<file path="src/hdl/sha_pkg.sv">
// Package for the SHA-256 stream hasher: constants, types and a rotate helper.
package sha_pkg;

  localparam logic [31:0] K_TABLE [0:63] = '{
    32'h428a2f98, 32'h71374491, 32'hb5c0fbcf, 32'he9b5dba5, 32'h3956c25b, 32'h59f111f1,
    32'h923f82a4, 32'hab1c5ed5, 32'hd807aa98, 32'h12835b01, 32'h243185be, 32'h550c7dc3,
    32'h72be5d74, 32'h80deb1fe, 32'h9bdc06a7, 32'hc19bf174, 32'he49b69c1, 32'hefbe4786,
    32'h0fc19dc6, 32'h240ca1cc, 32'h2de92c6f, 32'h4a7484aa, 32'h5cb0a9dc, 32'h76f988da,
    32'h983e5152, 32'ha831c66d, 32'hb00327c8, 32'hbf597fc7, 32'hc6e00bf3, 32'hd5a79147,
    32'h06ca6351, 32'h14292967, 32'h27b70a85, 32'h2e1b2138, 32'h4d2c6dfc, 32'h53380d13,
    32'h650a7354, 32'h766a0abb, 32'h81c2c92e, 32'h92722c85, 32'ha2bfe8a1, 32'ha81a664b,
    32'hc24b8b70, 32'hc76c51a3, 32'hd192e819, 32'hd6990624, 32'hf40e3585, 32'h106aa070,
    32'h19a4c116, 32'h1e376c08, 32'h2748774c, 32'h34b0bcb5, 32'h391c0cb3, 32'h4ed8aa4a,
    32'h5b9cca4f, 32'h682e6ff3, 32'h748f82ee, 32'h78a5636f, 32'h84c87814, 32'h8cc70208,
    32'h90befffa, 32'ha4506ceb, 32'hbef9a3f7, 32'hc67178f2
  };

  localparam logic [31:0] H_INIT [0:7] = '{
    32'h6a09e667, 32'hbb67ae85, 32'h3c6ef372, 32'ha54ff53a,
    32'h510e527f, 32'h9b05688c, 32'h1f83d9ab, 32'h5be0cd19
  };

  localparam logic [31:0] PAD_WORD = 32'h80000000;

  typedef logic [31:0] word_t;
  typedef word_t hash_t [0:7];

  typedef enum logic [2:0] {
    ST_IDLE, ST_PUSH, ST_ROUND, ST_ADD, ST_OUT
  } state_t;

  // compression core control
  typedef struct packed {
    logic start;
    logic init;
  } core_ctl_t;

  function automatic word_t rotr(input word_t x, input int n);
    rotr = (x >> n) | (x << (32 - n));
  endfunction

endpackage

</file>
<file path="src/hdl/sha_core.sv">
// SHA-256 compression unit: one round per cycle with a rolling 16-word schedule.
module sha_core (
  input  logic               clk,
  input  logic               rst,
  input  sha_pkg::core_ctl_t ctl,
  input  sha_pkg::word_t     blk [0:15],
  output logic               busy,
  output logic               done,
  output sha_pkg::word_t     hash [0:7]
);
  import sha_pkg::*;

  word_t w [0:15];
  word_t v [0:7];
  logic [5:0] rnd;
  logic running;
  logic fin;
  word_t t1, t2, s0, s1, w_new;

  always_comb begin
    t1 = v[7] + (rotr(v[4], 6) ^ rotr(v[4], 11) ^ rotr(v[4], 25))
       + ((v[4] & v[5]) ^ (~v[4] & v[6])) + K_TABLE[rnd] + w[0];
    t2 = (rotr(v[0], 2) ^ rotr(v[0], 13) ^ rotr(v[0], 22))
       + ((v[0] & v[1]) ^ (v[0] & v[2]) ^ (v[1] & v[2]));
    s0 = rotr(w[1], 7) ^ rotr(w[1], 18) ^ (w[1] >> 3);
    s1 = rotr(w[14], 17) ^ rotr(w[14], 19) ^ (w[14] >> 10);
    w_new = w[0] + s0 + w[9] + s1;
  end

  assign busy = running | fin;

  always_ff @(posedge clk) begin
    if (rst) begin
      running <= 1'b0;
      fin     <= 1'b0;
      done    <= 1'b0;
      rnd     <= '0;
      for (int i = 0; i < 8; i++) hash[i] <= H_INIT[i];
    end else begin
      done <= 1'b0;
      fin  <= 1'b0;
      if (ctl.init) begin
        for (int i = 0; i < 8; i++) hash[i] <= H_INIT[i];
      end else if (ctl.start) begin
        running <= 1'b1;
        rnd     <= '0;
        for (int i = 0; i < 16; i++) w[i] <= blk[i];
        for (int i = 0; i < 8; i++) v[i] <= hash[i];
      end else if (running) begin
        for (int i = 0; i < 15; i++) w[i] <= w[i + 1];
        w[15] <= w_new;
        for (int i = 1; i < 8; i++) v[i] <= v[i - 1];
        v[4] <= v[3] + t1;
        v[0] <= t1 + t2;
        rnd  <= rnd + 6'd1;
        if (rnd == 6'd63) begin
          running <= 1'b0;
          fin     <= 1'b1;
        end
      end else if (fin) begin
        for (int i = 0; i < 8; i++) hash[i] <= hash[i] + v[i];
        done <= 1'b1;
      end
    end
  end

endmodule

</file>
<file path="src/hdl/sha256_stream_hasher.sv">
// Top level of the SHA-256 stream hasher: word intake, padding sequencer, digest output.
//
//  channel | signals                                   | role
//  --------+-------------------------------------------+-----------------------------
//  in      | in_valid, in_ready, data_word,            | message words, big-endian,
//          | valid_bytes, last_word                    | last word with byte count
//  out     | out_valid, out_ready, digest_word,        | eight digest words per
//          | word_index, digest_end                    | message, index 0 first
//
// A word that is neither last nor closes a block leaves in_ready high. A word that
// fills a block holds in_ready low after its transfer while the shared round unit
// is started, runs 64 rounds and folds into the chain value, done is seen and
// ST_ADD passes. A last word pushes its padding one word a cycle and runs one
// or two blocks, then holds each of the eight digest transfers for out_ready.
// Reset (synchronous) reloads the initial hash and empties the buffer.
// in_ready is low while a block or digest is in flight.
module sha256_stream_hasher (
  input  logic        clk,
  input  logic        rst,
  input  logic        in_valid,
  output logic        in_ready,
  input  logic [31:0] data_word,
  input  logic [2:0]  valid_bytes,
  input  logic        last_word,
  output logic        out_valid,
  input  logic        out_ready,
  output logic [31:0] digest_word,
  output logic [2:0]  word_index,
  output logic        digest_end
);
  import sha_pkg::*;

  state_t state, state_next;
  word_t buffer [0:15];
  logic [3:0] fill;
  logic [60:0] total;
  logic [2:0] out_idx;
  // last word taken: padding and length still owed
  logic last_seen;
  logic second;       // second word of a full last word (the 0x80 marker) owed
  logic [63:0] bits;
  core_ctl_t ctl;
  core_ctl_t core_ctl;
  logic core_busy, core_done;
  word_t hash [0:7];

  logic accept;
  logic [2:0] nb;
  word_t keep, lastw, push_w;
  logic push;
  logic out_fire;

  // set once the high length word is in: this block closes the message
  logic len_phase;

  // ST_ROUND start pulses once: core_busy rises the next cycle
  logic started;

  assign accept = in_valid & in_ready;
  assign nb = (valid_bytes > 3'd4) ? 3'd4 : valid_bytes;
  assign bits = {total, 3'b000};
  assign out_fire = out_valid & out_ready;

  always_comb begin
    case (nb)
      3'd0: keep = 32'h00000000;
      3'd1: keep = 32'hff000000;
      3'd2: keep = 32'hffff0000;
      3'd3: keep = 32'hffffff00;
      default: keep = 32'hffffffff;
    endcase
    case (nb)
      3'd0: lastw = 32'h80000000;
      3'd1: lastw = (data_word & keep) | 32'h00800000;
      3'd2: lastw = (data_word & keep) | 32'h00008000;
      3'd3: lastw = (data_word & keep) | 32'h00000080;
      default: lastw = data_word;
    endcase
  end

  // word pushed in ST_PUSH: marker, zero fill, then length words
  // slot 15 holds the low length word only after the high one went into slot 14
  always_comb begin
    if (second) push_w = PAD_WORD;
    else if (fill == 4'd14) push_w = bits[63:32];
    else if (fill == 4'd15 && len_phase) push_w = bits[31:0];
    else push_w = '0;
  end

  always_comb begin
    state_next = state;
    in_ready   = 1'b0;
    push       = 1'b0;
    ctl        = '0;
    out_valid  = 1'b0;
    case (state)
      ST_IDLE: begin
        in_ready = 1'b1;
        if (accept) begin
          if (fill == 4'd15) state_next = ST_ROUND;
          else if (last_word) state_next = ST_PUSH;
        end
      end
      ST_PUSH: begin
        push = 1'b1;
        if (fill == 4'd15) state_next = ST_ROUND;
      end
      ST_ROUND: begin
        if (!core_busy) ctl.start = 1'b1;
        if (core_done) state_next = ST_ADD;
      end
      ST_ADD: begin
        if (!last_seen) state_next = ST_IDLE;
        else if (len_phase) state_next = ST_OUT;
        else state_next = ST_PUSH;
      end
      ST_OUT: begin
        out_valid = 1'b1;
        if (out_fire && out_idx == 3'd7) begin
          ctl.init   = 1'b1;
          state_next = ST_IDLE;
        end
      end
      default: state_next = ST_IDLE;
    endcase
  end

  always_ff @(posedge clk) begin
    if (rst) begin
      state     <= ST_IDLE;
      fill      <= '0;
      total     <= '0;
      out_idx   <= '0;
      last_seen <= 1'b0;
      second    <= 1'b0;
      started   <= 1'b0;
      for (int i = 0; i < 16; i++) buffer[i] <= '0;
    end else begin
      state <= state_next;
      if (state == ST_ROUND) started <= 1'b1;
      else started <= 1'b0;
      if (accept) begin
        if (last_word) begin
          last_seen <= 1'b1;
          total <= total + 61'(nb);
          buffer[fill] <= lastw;
          second <= (nb == 3'd4);
        end else begin
          total <= total + 61'd4;
          buffer[fill] <= data_word;
        end
        fill <= fill + 4'd1;
      end
      if (push) begin
        buffer[fill] <= push_w;
        second <= 1'b0;
        fill <= fill + 4'd1;
      end
      if (state == ST_OUT && out_fire) begin
        out_idx <= out_idx + 3'd1;
        if (out_idx == 3'd7) begin
          last_seen <= 1'b0;
          fill <= '0;
          total <= '0;
          for (int i = 0; i < 16; i++) buffer[i] <= '0;
        end
      end
    end
  end

  always_ff @(posedge clk) begin
    if (rst) len_phase <= 1'b0;
    else if (state == ST_OUT) len_phase <= 1'b0;
    else if (push && !second && fill == 4'd14) len_phase <= 1'b1;
  end

  assign core_ctl.start = ctl.start & ~started;
  assign core_ctl.init  = ctl.init;

  sha_core u_core (
    .clk  (clk),
    .rst  (rst),
    .ctl  (core_ctl),
    .blk  (buffer),
    .busy (core_busy),
    .done (core_done),
    .hash (hash)
  );

  assign digest_word = hash[out_idx];
  assign word_index  = out_idx;
  assign digest_end  = (out_idx == 3'd7);

endmodule
</file>
<file path="config.mk">
export PLATFORM = sky130hd
export DESIGN_NAME = sha256_stream_hasher
export DESIGN_NICKNAME = d
export VERILOG_FILES = /design/src/hdl/sha_pkg.sv /design/src/hdl/sha_core.sv /design/src/hdl/sha256_stream_hasher.sv
export SDC_FILE = /design/constraint.sdc
export NUM_CORES = 2
export LEC_CHECK = 0
export BUFFER_PORTS_ARGS = -buffer_cell sky130_fd_sc_hd__buf_2
export CAP_MARGIN = 30
export CORE_ASPECT_RATIO = 0.75
export CORE_MARGIN = 4
export CORE_UTILIZATION = 55
export DETAILED_ROUTE_END_ITERATION = 6
export PLACE_DENSITY = 0.81
export RECOVER_POWER = 100
export SLEW_MARGIN = 20
export SYNTH_ARGS = -nofsm -noshare
export SYNTH_HDL_FRONTEND = slang
export SYNTH_SLANG_ARGS = --single-unit
</file>
<file path="constraint.sdc">
create_clock -name clk -period 38 [get_ports clk]
set_input_delay 1.9 -clock clk [delete_from_list [all_inputs] [get_ports clk]]
set_output_delay 1.9 -clock clk [all_outputs]
set_load 0.01 [all_outputs]
</file>
==> reports/qor.yml <==
status:
  status: "finished, violations left"
  failed_checks: "design-rule violations, max-capacitance violations, max-slew violations"
place:
  portBuffers: 77
  detailed_place.area_um2: 95700
  dp_hpwl_um: 223000
  pre_cts_ws_ns: 27.82
  gpl.final_weighted_congestion: 0.999
synth:
  synth-async-reset-ratio: 0
  ys_types: 97
  yosysSeqAreaShare: 0.429
  post_synth.cell_area_avg_um2: 9.29
  synth_top_flop_cell: "dfxtp_1"
  post_synth_instance_area_um2: 93400
  synth-seq-cells: 1620
  ys.warnings.count: 0
  synth_enable_flop_cells: 768
  net_count_after_synthesis: 10699
  post_synth_inst_count: 10060
clock_tree:
  h-tree-depth: 4
  numCtsBuffers: 162
  cts-hold-fix-buffers: 0
  clock_sink_count: 1620
  number_of_gates_resized_after_cts: 0
  cts-root-buf: "clkbuf_16"
  worst_skew_pair.late_latency_ns: 0.84
  clock_slew_at_reported_path_ffs_ns: 0.06
  max_clock_buf_depth: 3
  cts_tree: "yes"
  postCtsSetupRepairBufs: 0
global_route:
  grt_pass1_wl_um: 468000
  grt_max_degree: 188
  grt.total_usage: 0.347
  grt_pass1_vias: 74327
  overflow: 0
  antenna_found_initial: 16
worst_hold_path:
  hold_path_end: "buffer[268]$_SDFF_PP0_"
  holdCritStartpoint: "buffer[268]$_SDFF_PP0_"
  min-delay-path-class: "reg -> reg"
  min_delay_path_depth: 2
sta:
  final.setup.worst_slack_ns: 16.48
  count_of_final_hold_check_violations: 0
  final-max-slew-violation-count: 2895
  timing.slew.headroom: -5.62
  unrepaired_setup_endpoints_after_global_routing: "false"
  fmaxAchievable_mhz: 46.5
  tightest_slew_ns: 9.93
  fin_tns_setup_ns: 0
  post-route-period-util: 0.566
  post-route-min-period_ns: 21.52
  setup-violations-final: 0
  timing.clock.skew_ns: 0.0585
drt:
  m1WireLength_um: 131000
  detailroute.wirelength.met2_um: 125000
  drt.antenna.violating_nets: 0
  mean_routed_wirelength_per_cell_um: 25.7
  drt_iter0_markers: 11203
  via_per_inst: 6.37
  pre_repair_dr_iteration_count: 7
  vias: 77898
  wl_met3_um: 47100
  routed.top_layer: "met5"
  detail_route.drc_violations: 3
  wirelength_um: 314000
worst_setup_path:
  setup.worst_path.end_class: "register"
  critPathKind: "reg -> reg"
  worst-endpoint-arrival_ns: 21.65
  critical_path.reg2reg.endpoint: "u_core.w[2][11]$_DFFE_PP_"
  timing.reg2reg.worst_path_depth: 9
  rrSetupSlack_ns: 16.48
  timing.rr.start: "word_index[0]$_SDFFE_PP0P_"
  critical_path.max_fanout: 170
  timing.critical_path.required_ns: 38.13
  startpoint_type: "register"
die:
  ioPinCount: 78
  rows: 130
  die_height_um: 365
  die_area_um2: 177000
  die_width_um: 484
  core_area_um2: 168000
  initial_utilization: 0.555
finish:
  final_nets: 10484
  layout_common_cells: "nand2_1 (1401), nor2_1 (1331), a21oi_1 (988), dfxtp_1 (847), edfxtp_1 (768)"
  layout-drive-gt1-share: 0.0962
  fin_area_um2: 101000
  filler_cell_count: 13792
  area_overhead_of_the_layout_relative_to_synthesis_pct: 7.80
  layout.cells.most_common: "nand2_1"
power_and_ir_drop:
  final_total_pwr_uw: 4500
  vdd_ir_drop_max_uv: 46.4
  cellPowerDensity_nw_per_um2: 44.7
  cellLeakagePower_uw: 0.0397
flow_run:
  count_of_maximum_capacitance_violations: 54
-- power breakdown --
group / internal, uW / switching [uW]
Sequential: 1860 / 21.2
Combinational: 371 / 625
Clock: 884 / 736
-- kinds of logic after synthesis --
group	count (synthesis)	share of synthesized area
xor gates and xnor gates	603	0.0565
DFF	1620	0.429
buffers and inverters	1000	0.0409
adders and majority gates	622	0.0984
and+or+nand+nor	3343	0.149
AOI/OAI and AO/OA	2299	0.149
muxes	573	0.0767
-- state kept, by name, indices dropped and copies added (netlist names) --
| name | cells |
|---|---|
| buffer | 512 |
| u_core.w | 512 |
| u_core.hash | 256 |
| u_core.v | 256 |
| total | 61 |
| u_core.rnd | 6 |
| fill | 4 |
| state | 3 |
| word_index | 3 |
| last_seen | 1 |
| len_phase | 1 |
| second | 1 |
| started | 1 |
| u_core.done | 1 |
| u_core.fin | 1 |
| u_core.running | 1 |
-- critical path, stage by stage, from the launching register on --
cell and delay [ns]:
dfxtp_1 1.19, ha_1 0.69, ha_1 0.23, nand2_1 0.45
a21oi_1 0.46, nor2_4 0.19, clkbuf_1 0.79, clkbuf_1 6.90
clkbuf_1 2.69, clkbuf_1 6.65
-- per-stage QoR --
stage / util / hold WS (ns) / instances
after detailed placement: 0.569 / 0.468 / 11917
after global placement: 0.567 / 0.458 / 11900
final: 0.599 / 0.483 / 12237
after global routing: 0.599 / 0.497 / 12231
after floorplan: - / 0.449 / 10060
after CTS: 0.601 / 0.483 / 12223
-- cell type report --
type                       count  area, um2  share of cell area
clock inverter                73        726             0.00721
inverter                     398       1490              0.0148
timing repair buffer         223       1360              0.0135
clock buffer                 233       4570              0.0454
antenna                        6       15.0            0.000149
tap                         2244       2810              0.0279
multi-input combinational   7440      49600               0.493
sequential                  1620      40100               0.399
-- cells in the mapped netlist, drive strengths merged (26+ instances only) --
cell    instances  area (um2)
nand3         124         621
nand4          30         194
mux2          471        5300
nor3           96         495
nor2         1333        5000
a31oi          55         344
and3           55         344
xor2          247        2160
ha            403        5040
fa            196        3920
a22oi          26         195
mux4           67        1510
o21ai         455        2280
a211oi        152        1150
inv           395        1480
edfxtp        768       23100
clkbuf        518        1940
o31ai          27         203
or3            38         238
buf            84         378
o21a           51         383
dfxtp         852       17100
o211ai        109         828
mux2i          35         350
nand2        1422        5340
o21bai         47         353
xnor2         356        3120
a21o          177        1330
nor2b          58         363
nand2b         72         450
a21oi         991        4980
-- worst max-delay path by stage --
stage | to | depth (start not counted) | from
floorplan | u_core.v[0][0]$_DFFE_PP_ | 5 | out_ready
global placement | u_core.v[1][29]$_DFFE_PP_ | 33 | u_core.rnd[3]$_SDFFE_PP0P_
detailed placement | u_core.v[1][29]$_DFFE_PP_ | 33 | u_core.rnd[3]$_SDFFE_PP0P_
CTS | u_core.v[1][29]$_DFFE_PP_ | 33 | u_core.rnd[3]$_SDFFE_PP0P_
global route | u_core.w[2][11]$_DFFE_PP_ | 9 | word_index[0]$_SDFFE_PP0P_
finish | u_core.w[2][11]$_DFFE_PP_ | 9 | word_index[0]$_SDFFE_PP0P_
-- routing by layer --
layer | global-route usage | up-vias
li1 | - | 34564
met1 | 0.511 | 37720
met2 | 0.479 | 4930
met3 | 0.113 | 670
met4 | 0.116 | 14
met5 | 0 | -
Note: power is estimated with default switching activity, not from simulation.
